## src/sas_pkg.sv

```systemverilog
// Package for the selective ACK scoreboard.
// Holds sizes, operation and status codes, beat structs and lane context.
// Used by every module of the block but sas_ram; depends on nothing.
package sas_pkg;

    localparam int CHUNKS  = 1024;
    localparam int LANES   = 8;
    localparam int ROWS    = CHUNKS / LANES;
    localparam int IDX_W   = $clog2(CHUNKS);
    localparam int LANE_W  = $clog2(LANES);
    localparam int ROW_W   = $clog2(ROWS);
    localparam int CNT_W   = IDX_W + 1;
    localparam int ROWD_W  = 2 * LANES;
    localparam int PCNT_W  = LANE_W + 1;

    localparam logic [31:0] FINISHED_WORD = 32'hFFFF_FFFF;
    localparam logic [15:0] OFFSET_MAX    = 16'hFFFF;

    typedef enum logic [1:0] {
        OP_MARK_SENT = 2'd0,
        OP_ACK_HEAD  = 2'd1,
        OP_BITMAP    = 2'd2,
        OP_ADVANCE   = 2'd3
    } t_op;

    typedef enum logic [1:0] {
        ST_UNSENT   = 2'd0,
        ST_SENT     = 2'd1,
        ST_RECEIVED = 2'd2,
        ST_SPARE    = 2'd3
    } t_chunk_st;

    typedef enum logic [1:0] {
        S_IDLE,
        S_READ,
        S_MOD,
        S_DONE
    } t_state;

    typedef struct packed {
        logic [1:0]  operation;
        logic [9:0]  chunk_index;
        logic [31:0] ack_word;
        logic [7:0]  bitmap_byte;
    } t_item;

    typedef struct packed {
        logic [10:0] newly_received;
        logic [10:0] received_total;
        logic        all_received;
        logic        finished_marker;
        logic        resend_header;
        logic        header_acknowledged;
        logic [9:0]  next_position;
        logic        wrapped;
    } t_result;

    // Per-item context shared by all lanes
    typedef struct packed {
        t_op              op;
        logic [CNT_W-1:0] act;
        logic [IDX_W-1:0] cidx;
        logic [CNT_W-1:0] limit;
        logic [IDX_W-1:0] start;
        logic [15:0]      off;
        logic [15:0]      len;
        logic [7:0]       bits;
        logic [IDX_W-1:0] cursor;
    } t_ctx;

    // What one lane reports to the merge stage
    typedef struct packed {
        logic promoted;
        logic cand_hi;
        logic cand_lo;
    } t_lane_res;

    typedef struct packed {
        logic [PCNT_W-1:0] count;
        logic              hi_found;
        logic [LANE_W-1:0] hi_lane;
        logic              lo_found;
        logic [LANE_W-1:0] lo_lane;
    } t_merge_res;

endpackage

```

## src/sas_ram.sv

```systemverilog
// Generic single-port-write, single-port-read RAM with registered read.
// Depends on nothing.
module sas_ram #(
    parameter int WIDTH = 16,
    parameter int DEPTH = 128
) (
    input  logic                     i_clk,
    input  logic                     i_we,
    input  logic [$clog2(DEPTH)-1:0] i_waddr,
    input  logic [WIDTH-1:0]         i_wdata,
    input  logic [$clog2(DEPTH)-1:0] i_raddr,
    output logic [WIDTH-1:0]         o_rdata
);

    logic [WIDTH-1:0] r_mem [DEPTH];
    logic [WIDTH-1:0] r_rdata;

    // write port and registered read port
    always_ff @(posedge i_clk) begin
        if (i_we) begin
            r_mem[i_waddr] <= i_wdata;
        end
        r_rdata <= r_mem[i_raddr];
    end

    assign o_rdata = r_rdata;

endmodule

```

## src/sas_lane.sv

```systemverilog
// One lane of the scoreboard: updates one chunk status of the current row.
// Depends on sas_pkg.
module sas_lane (
    input  sas_pkg::t_ctx                  i_ctx,
    input  logic [sas_pkg::IDX_W-1:0]      i_idx,
    input  logic [1:0]                     i_st,
    output logic [1:0]                     o_st,
    output sas_pkg::t_lane_res             o_res
);

    logic                      in_act;
    logic [sas_pkg::IDX_W-1:0] rel_idx;
    logic [16:0]               rel_pos;
    logic                      is_sent;
    logic                      is_rcvd;

    assign in_act  = {1'b0, i_idx} < i_ctx.act;
    assign rel_idx = i_idx - i_ctx.start;
    assign rel_pos = {1'b0, i_ctx.off} + {{(17 - sas_pkg::IDX_W){1'b0}}, rel_idx};
    assign is_sent = i_st == sas_pkg::ST_SENT;
    assign is_rcvd = i_st == sas_pkg::ST_RECEIVED;

    // apply the operation to this chunk
    always_comb begin
        o_st           = i_st;
        o_res.promoted = 1'b0;
        o_res.cand_hi  = 1'b0;
        o_res.cand_lo  = 1'b0;
        case (i_ctx.op)
            sas_pkg::OP_MARK_SENT: begin
                if (in_act && i_idx == i_ctx.cidx && !is_rcvd) begin
                    o_st = sas_pkg::ST_SENT;
                end
            end
            sas_pkg::OP_ACK_HEAD: begin
                if ({1'b0, i_idx} < i_ctx.limit && is_sent) begin
                    o_st           = sas_pkg::ST_RECEIVED;
                    o_res.promoted = 1'b1;
                end
            end
            sas_pkg::OP_BITMAP: begin
                if (in_act && i_idx >= i_ctx.start && rel_idx < sas_pkg::IDX_W'(8)
                        && rel_pos < {1'b0, i_ctx.len}
                        && i_ctx.bits[rel_idx[2:0]] && is_sent) begin
                    o_st           = sas_pkg::ST_RECEIVED;
                    o_res.promoted = 1'b1;
                end
            end
            default: begin
                o_res.cand_hi = in_act && !is_rcvd && i_idx > i_ctx.cursor;
                o_res.cand_lo = in_act && !is_rcvd && i_idx <= i_ctx.cursor;
            end
        endcase
    end

endmodule

```

## src/sas_merge.sv

```systemverilog
// Merge stage: counts promotions and finds the first cursor candidates.
// Depends on sas_pkg.
module sas_merge (
    input  sas_pkg::t_lane_res  i_lane [sas_pkg::LANES],
    output sas_pkg::t_merge_res o_res
);

    // count and pick the lowest lane with a candidate
    always_comb begin
        o_res = '0;
        for (int l = sas_pkg::LANES - 1; l >= 0; l--) begin
            o_res.count = o_res.count + sas_pkg::PCNT_W'(i_lane[l].promoted);
            if (i_lane[l].cand_hi) begin
                o_res.hi_found = 1'b1;
                o_res.hi_lane  = sas_pkg::LANE_W'(l);
            end
            if (i_lane[l].cand_lo) begin
                o_res.lo_found = 1'b1;
                o_res.lo_lane  = sas_pkg::LANE_W'(l);
            end
        end
    end

endmodule

```

## src/selective_ack_scoreboard_core.sv

```systemverilog
// Top level of the selective ACK scoreboard.
// Depends on sas_pkg, sas_ram, sas_lane and sas_merge.
//
// An item is taken when start is high and busy is low; its result appears on
// o_result for one cycle with o_done, and must be taken then. Chunk status is
// kept in a RAM of rows of eight chunks, and eight lanes handle one row at a
// time: read, then modify and write back. A mark-sent item touches one
// row, a bitmap byte at most two, an ACK head word the rows below its base and
// a cursor advance every row of the active range. Per-row valid flops make the
// RAM read as all unsent after reset, so no clearing pass is needed. A
// total_chunks write is taken while the block is idle.
module selective_ack_scoreboard_core (
    input  logic             i_clk,
    input  logic             i_rst_n,
    input  logic             start,
    output logic             busy,
    input  sas_pkg::t_item   i_item,
    output logic             o_done,
    output sas_pkg::t_result o_result,
    input  logic             i_cfg_valid,
    output logic             o_cfg_ready,
    input  logic [10:0]      i_cfg_data
);

    sas_pkg::t_state r_state, n_state;

    logic [10:0]               r_total;
    logic [sas_pkg::CNT_W-1:0] r_rcvd;
    logic                      r_header;
    logic [13:0]               r_base;
    logic [15:0]               r_len;
    logic [15:0]               r_off;
    logic [sas_pkg::IDX_W-1:0] r_cursor;
    logic [sas_pkg::ROWS-1:0]  r_row_valid;

    sas_pkg::t_ctx             r_ctx;
    logic [sas_pkg::ROW_W-1:0] r_row, r_last_row;
    logic [sas_pkg::CNT_W-1:0] r_newly;
    logic                      r_finished, r_resend;
    logic                      r_hi_found, r_lo_found;
    logic [sas_pkg::IDX_W-1:0] r_hi_idx, r_lo_idx;
    logic                      r_done;
    sas_pkg::t_result          r_result;

    logic                       accept;
    logic                       has_rows;
    logic [sas_pkg::ROW_W-1:0]  first_row, last_row;
    logic [sas_pkg::CNT_W-1:0]  act;
    logic [sas_pkg::CNT_W-1:0]  limit;
    logic [16:0]                bm_start;
    logic [16:0]                bm_end;
    logic [16:0]                off_next;
    logic                       is_finished;
    logic                       ram_we;
    logic [sas_pkg::ROWD_W-1:0] ram_q, row_in, row_out;
    sas_pkg::t_lane_res         lane_res [sas_pkg::LANES];
    sas_pkg::t_merge_res        merge_res;
    logic [sas_pkg::IDX_W-1:0]  adv_pos;
    logic                       adv_wrap;

    assign accept      = start && !busy;
    assign act         = (r_total < 11'(sas_pkg::CHUNKS)) ? r_total
                                                          : 11'(sas_pkg::CHUNKS);
    assign is_finished = i_item.ack_word == sas_pkg::FINISHED_WORD;
    assign limit       = ({1'b0, i_item.ack_word[29:16]} < {4'b0, act})
                         ? sas_pkg::CNT_W'(i_item.ack_word[29:16]) : act;
    assign bm_start    = {3'b0, r_base} + {1'b0, r_off};
    assign bm_end      = ((bm_start + 17'd7) < {6'b0, act}) ? (bm_start + 17'd7)
                                                            : ({6'b0, act} - 17'd1);
    assign off_next    = {1'b0, r_off} + 17'd8;

    // decide which rows the item walks
    always_comb begin
        has_rows  = 1'b0;
        first_row = '0;
        last_row  = '0;
        case (i_item.operation)
            sas_pkg::OP_MARK_SENT: begin
                has_rows  = {1'b0, i_item.chunk_index} < act;
                first_row = i_item.chunk_index[sas_pkg::IDX_W-1:sas_pkg::LANE_W];
                last_row  = first_row;
            end
            sas_pkg::OP_ACK_HEAD: begin
                has_rows  = !is_finished && limit != '0;
                last_row  = 7'((limit - 11'd1) >> sas_pkg::LANE_W);
            end
            sas_pkg::OP_BITMAP: begin
                has_rows  = r_off < r_len && bm_start < {6'b0, act};
                first_row = bm_start[sas_pkg::IDX_W-1:sas_pkg::LANE_W];
                last_row  = bm_end[sas_pkg::IDX_W-1:sas_pkg::LANE_W];
            end
            default: begin
                has_rows  = act != '0;
                last_row  = 7'((act - 11'd1) >> sas_pkg::LANE_W);
            end
        endcase
    end

    // next state
    always_comb begin
        n_state = r_state;
        unique case (r_state)
            sas_pkg::S_IDLE: begin
                if (accept) n_state = has_rows ? sas_pkg::S_READ : sas_pkg::S_DONE;
            end
            sas_pkg::S_READ: n_state = sas_pkg::S_MOD;
            sas_pkg::S_MOD: begin
                n_state = (r_row == r_last_row) ? sas_pkg::S_DONE : sas_pkg::S_READ;
            end
            sas_pkg::S_DONE: n_state = sas_pkg::S_IDLE;
            default: n_state = sas_pkg::S_IDLE;
        endcase
    end

    // state outputs
    always_comb begin
        busy        = 1'b1;
        ram_we      = 1'b0;
        unique case (r_state)
            sas_pkg::S_IDLE: busy   = 1'b0;
            sas_pkg::S_MOD:  ram_we = 1'b1;
            default: ;
        endcase
    end
    assign o_cfg_ready = !busy;

    // chunk status rows
    sas_ram #(
        .WIDTH(sas_pkg::ROWD_W),
        .DEPTH(sas_pkg::ROWS)
    ) u_ram (
        .i_clk   (i_clk),
        .i_we    (ram_we),
        .i_waddr (r_row),
        .i_wdata (row_out),
        .i_raddr (r_row),
        .o_rdata (ram_q)
    );

    // a row never written reads as all unsent
    assign row_in = r_row_valid[r_row] ? ram_q : '0;

    for (genvar l = 0; l < sas_pkg::LANES; l++) begin : g_lane
        sas_lane u_lane (
            .i_ctx (r_ctx),
            .i_idx ({r_row, sas_pkg::LANE_W'(l)}),
            .i_st  (row_in[2*l +: 2]),
            .o_st  (row_out[2*l +: 2]),
            .o_res (lane_res[l])
        );
    end

    sas_merge u_merge (
        .i_lane (lane_res),
        .o_res  (merge_res)
    );

    // final cursor for an advance
    always_comb begin
        if (r_ctx.act == '0) begin
            adv_pos  = '0;
            adv_wrap = 1'b0;
        end else if (r_hi_found) begin
            adv_pos  = r_hi_idx;
            adv_wrap = 1'b0;
        end else if (r_lo_found) begin
            adv_pos  = r_lo_idx;
            adv_wrap = 1'b1;
        end else begin
            adv_pos  = ({1'b0, r_cursor} >= r_ctx.act) ? 10'(r_ctx.act - 11'd1)
                                                       : r_cursor;
            adv_wrap = 1'b1;
        end
    end

    // control state
    always_ff @(posedge i_clk) begin
        if (!i_rst_n) begin
            r_state     <= sas_pkg::S_IDLE;
            r_total     <= 11'(sas_pkg::CHUNKS);
            r_rcvd      <= '0;
            r_header    <= 1'b0;
            r_base      <= '0;
            r_len       <= '0;
            r_off       <= '0;
            r_cursor    <= '0;
            r_row_valid <= '0;
            r_done      <= 1'b0;
        end else begin
            r_state <= n_state;
            r_done  <= r_state == sas_pkg::S_DONE;
            if (i_cfg_valid && o_cfg_ready) begin
                r_total <= i_cfg_data;
            end
            // register updates made on accept
            if (accept && i_item.operation == sas_pkg::OP_ACK_HEAD && !is_finished) begin
                r_header <= r_header | i_item.ack_word[30];
                r_base   <= i_item.ack_word[29:16];
                r_len    <= i_item.ack_word[15:0];
                r_off    <= '0;
            end
            if (accept && i_item.operation == sas_pkg::OP_BITMAP && r_off < r_len) begin
                r_off <= off_next[16] ? sas_pkg::OFFSET_MAX : off_next[15:0];
            end
            if (ram_we) begin
                r_row_valid[r_row] <= 1'b1;
                r_rcvd <= r_rcvd + sas_pkg::CNT_W'(merge_res.count);
            end
            if (r_state == sas_pkg::S_DONE && r_ctx.op == sas_pkg::OP_ADVANCE) begin
                r_cursor <= adv_pos;
            end
        end
    end

    // per-item datapath
    always_ff @(posedge i_clk) begin
        if (accept) begin
            r_ctx.op     <= sas_pkg::t_op'(i_item.operation);
            r_ctx.act    <= act;
            r_ctx.cidx   <= i_item.chunk_index;
            r_ctx.limit  <= limit;
            r_ctx.start  <= bm_start[sas_pkg::IDX_W-1:0];
            r_ctx.off    <= r_off;
            r_ctx.len    <= r_len;
            r_ctx.bits   <= i_item.bitmap_byte;
            r_ctx.cursor <= r_cursor;
            r_row        <= first_row;
            r_last_row   <= last_row;
            r_newly      <= '0;
            r_hi_found   <= 1'b0;
            r_lo_found   <= 1'b0;
            r_hi_idx     <= '0;
            r_lo_idx     <= '0;
            r_finished   <= i_item.operation == sas_pkg::OP_ACK_HEAD && is_finished;
            r_resend     <= i_item.operation == sas_pkg::OP_ACK_HEAD && !is_finished
                            && !i_item.ack_word[30];
        end
        if (ram_we) begin
            r_newly <= r_newly + sas_pkg::CNT_W'(merge_res.count);
            r_row   <= r_row + 7'd1;
            if (!r_hi_found && merge_res.hi_found) begin
                r_hi_found <= 1'b1;
                r_hi_idx   <= {r_row, merge_res.hi_lane};
            end
            if (!r_lo_found && merge_res.lo_found) begin
                r_lo_found <= 1'b1;
                r_lo_idx   <= {r_row, merge_res.lo_lane};
            end
        end
        // hold the result beat
        if (r_state == sas_pkg::S_DONE) begin
            r_result.newly_received      <= r_newly;
            r_result.received_total      <= r_rcvd;
            r_result.all_received        <= r_rcvd == r_total;
            r_result.finished_marker     <= r_finished;
            r_result.resend_header       <= r_resend;
            r_result.header_acknowledged <= r_header;
            r_result.next_position       <= (r_ctx.op == sas_pkg::OP_ADVANCE) ? adv_pos
                                                                             : r_cursor;
            r_result.wrapped             <= r_ctx.op == sas_pkg::OP_ADVANCE && adv_wrap;
        end
    end

    assign o_done   = r_done;
    assign o_result = r_result;

endmodule

```

## config.mk

```make
export PLATFORM = sky130hd
export DESIGN_NAME = selective_ack_scoreboard_core
export DESIGN_NICKNAME = d
export VERILOG_FILES = /design/src/sas_pkg.sv /design/src/sas_ram.sv /design/src/sas_lane.sv /design/src/sas_merge.sv /design/src/selective_ack_scoreboard_core.sv
export SDC_FILE = /design/constraint.sdc
export NUM_CORES = 2
export LEC_CHECK = 0
export ABC_AREA = 1
export BUFFER_PORTS_ARGS = -buffer_cell sky130_fd_sc_hd__buf_4
export CAP_MARGIN = 20
export CORE_MARGIN = 2
export CORE_UTILIZATION = 30
export CTS_CLUSTER_DIAMETER = 60
export CTS_CLUSTER_SIZE = 14
export DETAILED_ROUTE_END_ITERATION = 10
export PLACE_DENSITY_LB_ADDON = 0.12
export SLEW_MARGIN = 20
export SYNTH_ARGS = -nofsm -noshare
export SYNTH_HDL_FRONTEND = slang
export SYNTH_HIERARCHICAL = 1
export SYNTH_SLANG_ARGS = --single-unit
export TNS_END_PERCENT = 50
```

## constraint.sdc

```tcl
create_clock -name i_clk -period 15.6 [get_ports i_clk]
set_input_delay 0.78 -clock i_clk [delete_from_list [all_inputs] [get_ports i_clk]]
set_output_delay 0.78 -clock i_clk [all_outputs]
set_load 0.01 [all_outputs]
```

; Yosys cells after proc, flatten, opt, wreduce, memory -nomap -nowiden
; Memories as Yosys holds them, arrays and structs flattened. A register that Yosys moved wholly into a read port is not among the register bits.
; Index checks and enable logic that the tools add are counted.
; Widths: inputs -> output; s select.
[op_classes]
n_addsub = 33
magnitude_cmp = 73
n_eq_ne = 36
mux = 141
n_bitwise = 2
n_reduce_logical = 125
[op_table]
columns = cell, n
row1 = $lt 10x11->1, 17
row2 = $add 16x10->17, 8
row3 = $lt 17x16->1, 8
row4 = $or 128x128->128, 1
row5 = $mux 10, 12
row6 = $logic_and 1x1->1, 104
row7 = $eq 10x10->1, 8
row8 = $ge 10x10->1, 8
row9 = $gt 10x10->1, 8
row10 = $le 10x10->1, 8
row11 = $lt 10x4->1 const B, 8
row12 = $sub 10x10->10, 8
row13 = $mux 2, 35
row14 = $mux 16, 4
row15 = $mux 4, 16
row16 = $pmux 2 s3, 8
row17 = $mux 11, 4
row18 = $sub 10x1->10 const B, 4
row19 = $mux 1, 38
row20 = $lt 17x11->1, 2
row21 = $eq 32x32->1 const B, 1
row22 = $lt 3x4->1 const B, 8
row23 = $eq 2x2->1 const B, 13
row24 = $add 4x1->4, 6
row25 = 32 further kinds, 73
[totals]
regBits = 390
mem_bits_rw = 2048
inputBits = 67
n_memories = 1
[mem_list]
columns = name, words, word_bits, rd, rd_ports_with_merged_regs, write_ports, line
row1 = u_ram.r_mem, 128, 16, 1, 1, 1, sas_ram.sv:15  ; logic [WIDTH-1:0] r_mem [DEPTH];

; Depth between registers and ports, before layout
[depth]
depth_word = 19
ltp_mapped = 51

; Hierarchy
; Netlist, hierarchy kept.
[by_module_without_submodules]
columns = mod, instances, cells_per_inst, area_per_inst_um2, seq_area_each_um2
row1 = sas_ram, 1, 6793, 82828.2, 61819.3
row2 = selective_ack_scoreboard_core, 1, 2321, 19012.0, 9288.9
row3 = sas_lane (g_lane[1].u_lane ...), 6, 460, 2746.4, 0.0
row4 = sas_lane (g_lane[0].u_lane), 1, 461, 2748.9, 0.0
row5 = sas_lane (g_lane[4].u_lane), 1, 459, 2745.1, 0.0
row6 = sas_merge, 1, 69, 389.1, 0.0

; Worst setup path before layout
; OpenSTA, ideal clock, no wires.
[synth_path]
path_type = reg2reg
from = reg r_row[1] in the netlist's numbering
to = mem u_ram.r_mem[0][10], data pin
setup_time_ns = 0.919
t_arrival_ns = 7.729
path_slack_ns = 6.952
path_stages_with_launch = 26
path_buffers = 0
path_cell_list = edfxtp_1 > ha_1 > a21oi_4 > nor2_2 > nor2_2 > nand2_1 > or2_1 > nand2_2 > inv_1 > ha_1 > a21oi_1 > o21ai_0 > a21oi_1 > o21ai_0 > xor2_1 > ha_1 > a21oi_1 > nor3_1 > nor3_1 > nand2_1 > nand2_1 > nand2_1 > a21oi_2 > nand2_1 > nand2_1 > a22oi_1
[synth_via]
elab_chain_cells = 8
word_cells_on_any_way = 26
[synth_rtl]
columns = element, line
row1 = from (decl), selective_ack_scoreboard_core.sv:37  ; logic [sas_pkg::ROW_W-1:0] r_row, r_last_row;
row2 = from (signal assigned), selective_ack_scoreboard_core.sv:227  ; r_row <= first_row;
row3 = from (signal assigned), selective_ack_scoreboard_core.sv:240  ; r_row <= r_row + 7'd1;
row4 = "$sub 10x10->10, or another cell as far along", sas_lane.sv:18  ; assign rel_idx = i_idx - i_ctx.start;
row5 = "$add 16x10->17, or another cell as far along", sas_lane.sv:19  ; assign rel_pos = {1'b0, i_ctx.off} + {{(17 - sas_pkg::IDX_W){1'b0}}, rel_idx};
row6 = "$lt 17x16->1, or another cell as far along", sas_lane.sv:43  ; && rel_pos < {1'b0, i_ctx.len}
row7 = $logic_and 1x1->1 / $eq 2x2->1 (equally long branches), "sas_lane.sv:43, sas_lane.sv:21"
row8 = $logic_and 1x1->1 / $logic_not 1->1 (equally long branches), "sas_lane.sv:44, sas_lane.sv:31"
row9 = "$logic_and 1x1->1, on equally long branches", "sas_lane.sv:44, sas_lane.sv:31"
row10 = "$mux 2, on equally long branches", "sas_lane.sv:42, sas_lane.sv:31"
row11 = $pmux 2 s3 (*), sas_lane.sv:29  ; case (i_ctx.op)
row12 = named net row_out (one bit), selective_ack_scoreboard_core.sv:55  ; logic [sas_pkg::ROWD_W-1:0] ram_q, row_in, row_out;
row13 = to (decl), sas_ram.sv:15
; The timed path passes the listed nets; every way through them passes the cells marked *. The select of a mux whose other input is x is not followed.

==> impl_metrics.toml <==
[worst_setup_path]
crit_type = "reg -> reg"
r2r_cells = 41
r2r_slack_ns = 5.65
cp_max_fo = 16
critPathSlowestCell = "edfxtp_1"
crit_path_max_incr_delay_ns = 0.77
crit_path_start_kind = "flip-flop"
cp.required_ns = 16.25
worstPathArrival_ns = 10.59
critPathCaptureType = "flip-flop"
cp_common_cell = "inv_1"

[power_and_ir_drop]
intPower_mw = 12.9
powerDensity_nw_per_um2 = 143
power_frac_comb_pct = 30.3
ir_drop_uv = 81.7
p_leak_nw = 55.4
p_switching_mw = 7.32
clockPowerShare_pct = 33.3
power.total_mw = 20.2
seqPwrFrac_pct = 36.4
p_sw_share_pct = 36.3

[floorplan]
coreArea_um2 = 413000
initial_core_util_pct = 30.1
die_x_um = 647
chipHeight_um = 647
boundaryPins = 107
rows = 236
die-area_um2 = 419000

[synth]
ys_ff_latch = 2450
synthCells = 12900
muxShareOfSynthArea_pct = 0
synth_compound_area_share_pct = 4.64
yosys.area_share.simple_pct = 24.0
synth_warnings = 6
synth_top_area_share_pct = 53.3
ys_types = 63
syn_avg_cell_area_um2 = 9.66
synth_top_family_by_area = "simple AND/OR/NAND/NOR gates"
yosys.area_share.xor_xnor_pct = 1.32
synth_area_leaders = "edfxtp_1, nand2_1, nand3_1, ha_1, dfxtp_1"
synth-seq-area-share_pct = 57.3
ys.flop_type = "edfxtp_1"
synth-edff-count = 2204
netlist_area_um2 = 124000
synthArstFlopShare_pct = 0
synth_top_cell_by_area = "edfxtp_1"
synthAdderAreaFrac_pct = 6.87

[sta]
finClkSkew_ns = 0.0958
hold_viol = 0
setup_violations = 0
fin_tns_setup_ns = 0
fin_crit_sh_pct = 63.8
fin_ws_ns = 5.65
max_freq_mhz = 101
fin_crit_ns = 9.95
rsz0062_at_grt = "false"
tightest_slew_ns = 1.13
relSlewSlack_pct = 24.7
drv_slew = 0

[clock_tree]
cts_made_buffers = 278
cts_tree = "yes"
clk_pin_slew_worst_paths_ns = 0.06
postCtsHoldBufs = 7
post_cts_buffers = 0
cts-resized-gates = 0
clkLatencyLatePin_ns = 0.93
h-tree-depth = 5
cts-root-buf = "clkbuf_16"
clockBufferDepth = 4
clock-sinks = 2450

[placed_design]
gp_congestion = 0.841
portBuffers = 106
place_ws_ns = 5.79
dpl.cell_count = 18300
dp_hpwl_um = 254000

[detailed_routing]
wire_per_inst_um = 22.1
drtIter0Drc = 7141
drt-vias-per-instance = 4.86
firstDrtPassIters = 5
drt-total-wl_um = 416000
ant_nets = 0
drt_drc_violations_left = 0
vias = 91400

[finish]
final_cells = 18800
multi_input_area_um2 = 46400
layout.area.seq_um2 = 71100
area.growth.synth_to_final_pct = 13.8
nets = 13800
drive_gt1_share_pct = 8.92
nFillCells = 42100
most-common-layout-cells = "nand2_1, nand3_1, edfxtp_1"
final_common_cell = "nand2_1"

[global_route]
grt_max_degree = 170
track_usage_pct = 19.4
antenna_found_initial = 11
grt_pass1_vias = 87100
grt_pass1_wl_um = 609000
grt_overflow_total = 0

[hold_path]
whs_path_depth = 1
hold_path_class = "in -> reg"

[run]
maxCapViolCount = 0

[outcome]
status = "finished clean"
area by class of cell:
class                           instances  share of cell area [%]
Clock buffer                          309                    5.19
Timing Repair Buffer                  375                    2.16
Clock inverter                        174                    1.32
Sequential cell                      2450                    50.3
Inverter                             1234                    3.30
Multi-Input combinational cell       8758                    32.9
Antenna cell                           12                  0.0212
Tap cell                             5474                    4.85
cell families after synthesis:
family / Yosys count
compound gates: 995
fa+ha+maj: 668
flops: 2450
other cells: 2
buf+inv: 1762
xor+xnor: 187
simple gates: 6799
synthesized netlist by cell type (all sizes together) (3+ instances only):
cell type and n:
nand2 3516, nand3 2371, edfxtp 2204, inv 1228
ha 645, nor2 614, a21oi 526, buf 389
dfxtp 246, o21ai 242, clkbuf 139, xor2 111
nor3 93, nand4 91, xnor2 76, or2 53
o22ai 41, a31oi 34, o211ai 29, a21o 27
nor3b 27, fa 23, a21boi 17, o2111ai 17
nand3b 16, o41ai 15, o21bai 11, o221ai 11
and3 10, a22oi 9, a211oi 7, clkinv 6
nor4 5, o21a 3
power by group through the flow:
| stage | registers [mW] | logic, mW | clock network, mW |
|---|---|---|---|
| 6_report | 7.35 | 6.12 | 6.72 |
| 5_1_grt | 7.36 | 6.85 | 7.13 |
| 4_1_cts | 7.35 | 6.15 | 6.90 |
| 3_5_place_dp | 7.49 | 6.12 | 0 |
| 3_3_place_gp | 7.49 | 6.12 | 0 |
| 2_1_floorplan | 7.48 | 4.12 | 0 |
routing by layer:
metal	routed length [µm]	global-route usage [%]	vias to the layer above
li1	-	-	44500
met4	9730	4.67	2
met1	198000	27.9	44500
met2	191000	31.4	1956
met5	105	0	-
met3	17500	1.80	439
per-stage QoR:
step,instance area [µm²],hold WS [ns],util [%]
floorplan,125000,0.400,-
global placement,132000,0.406,32.0
detailed placement,132000,0.407,32.0
CTS,141000,0.00501,34.2
global route,141000,0.0464,34.2
finish,141000,0.0989,34.2
registers in the layout, indices dropped and copies added (netlist names):
register,count
r_rcvd,11
r_lo_idx,10
u_ram/o_rdata,16
r_lo_found,1
u_ram/r_mem,2048
r_finished,1
r_total,11
r_row_valid,128
r_off,14
r_ctx,92
r_base,14
r_hi_idx,10
r_last_row,7
r_len,16
r_header,1
o_result,37
r_newly,11
r_state,2
o_done,1
r_cursor,10
r_resend,1
r_row,7
r_hi_found,1
worst max-delay path, delay by kind of cell, from the launching register on:
kind	cells	cell delay, ns
AO/OA/AOI/OAI	4	1.20
flip-flops	1	0.77
buffers and inverters	9	1.46
adder cells (fa/ha/maj)	6	2.77
AND/OR/NAND/NOR	21	3.35
XOR/XNOR	1	0.13
worst paths after layout:
path	startpoint	endpoint
worst max-delay path	r_row[0]	r_newly[10]
worst min-delay path	i_item[1]	r_ctx[11]
worst max register to register	r_row[0]	r_newly[10]
worst min register to register	r_finished	o_result[13]
(Power assumes the default switching activity.)
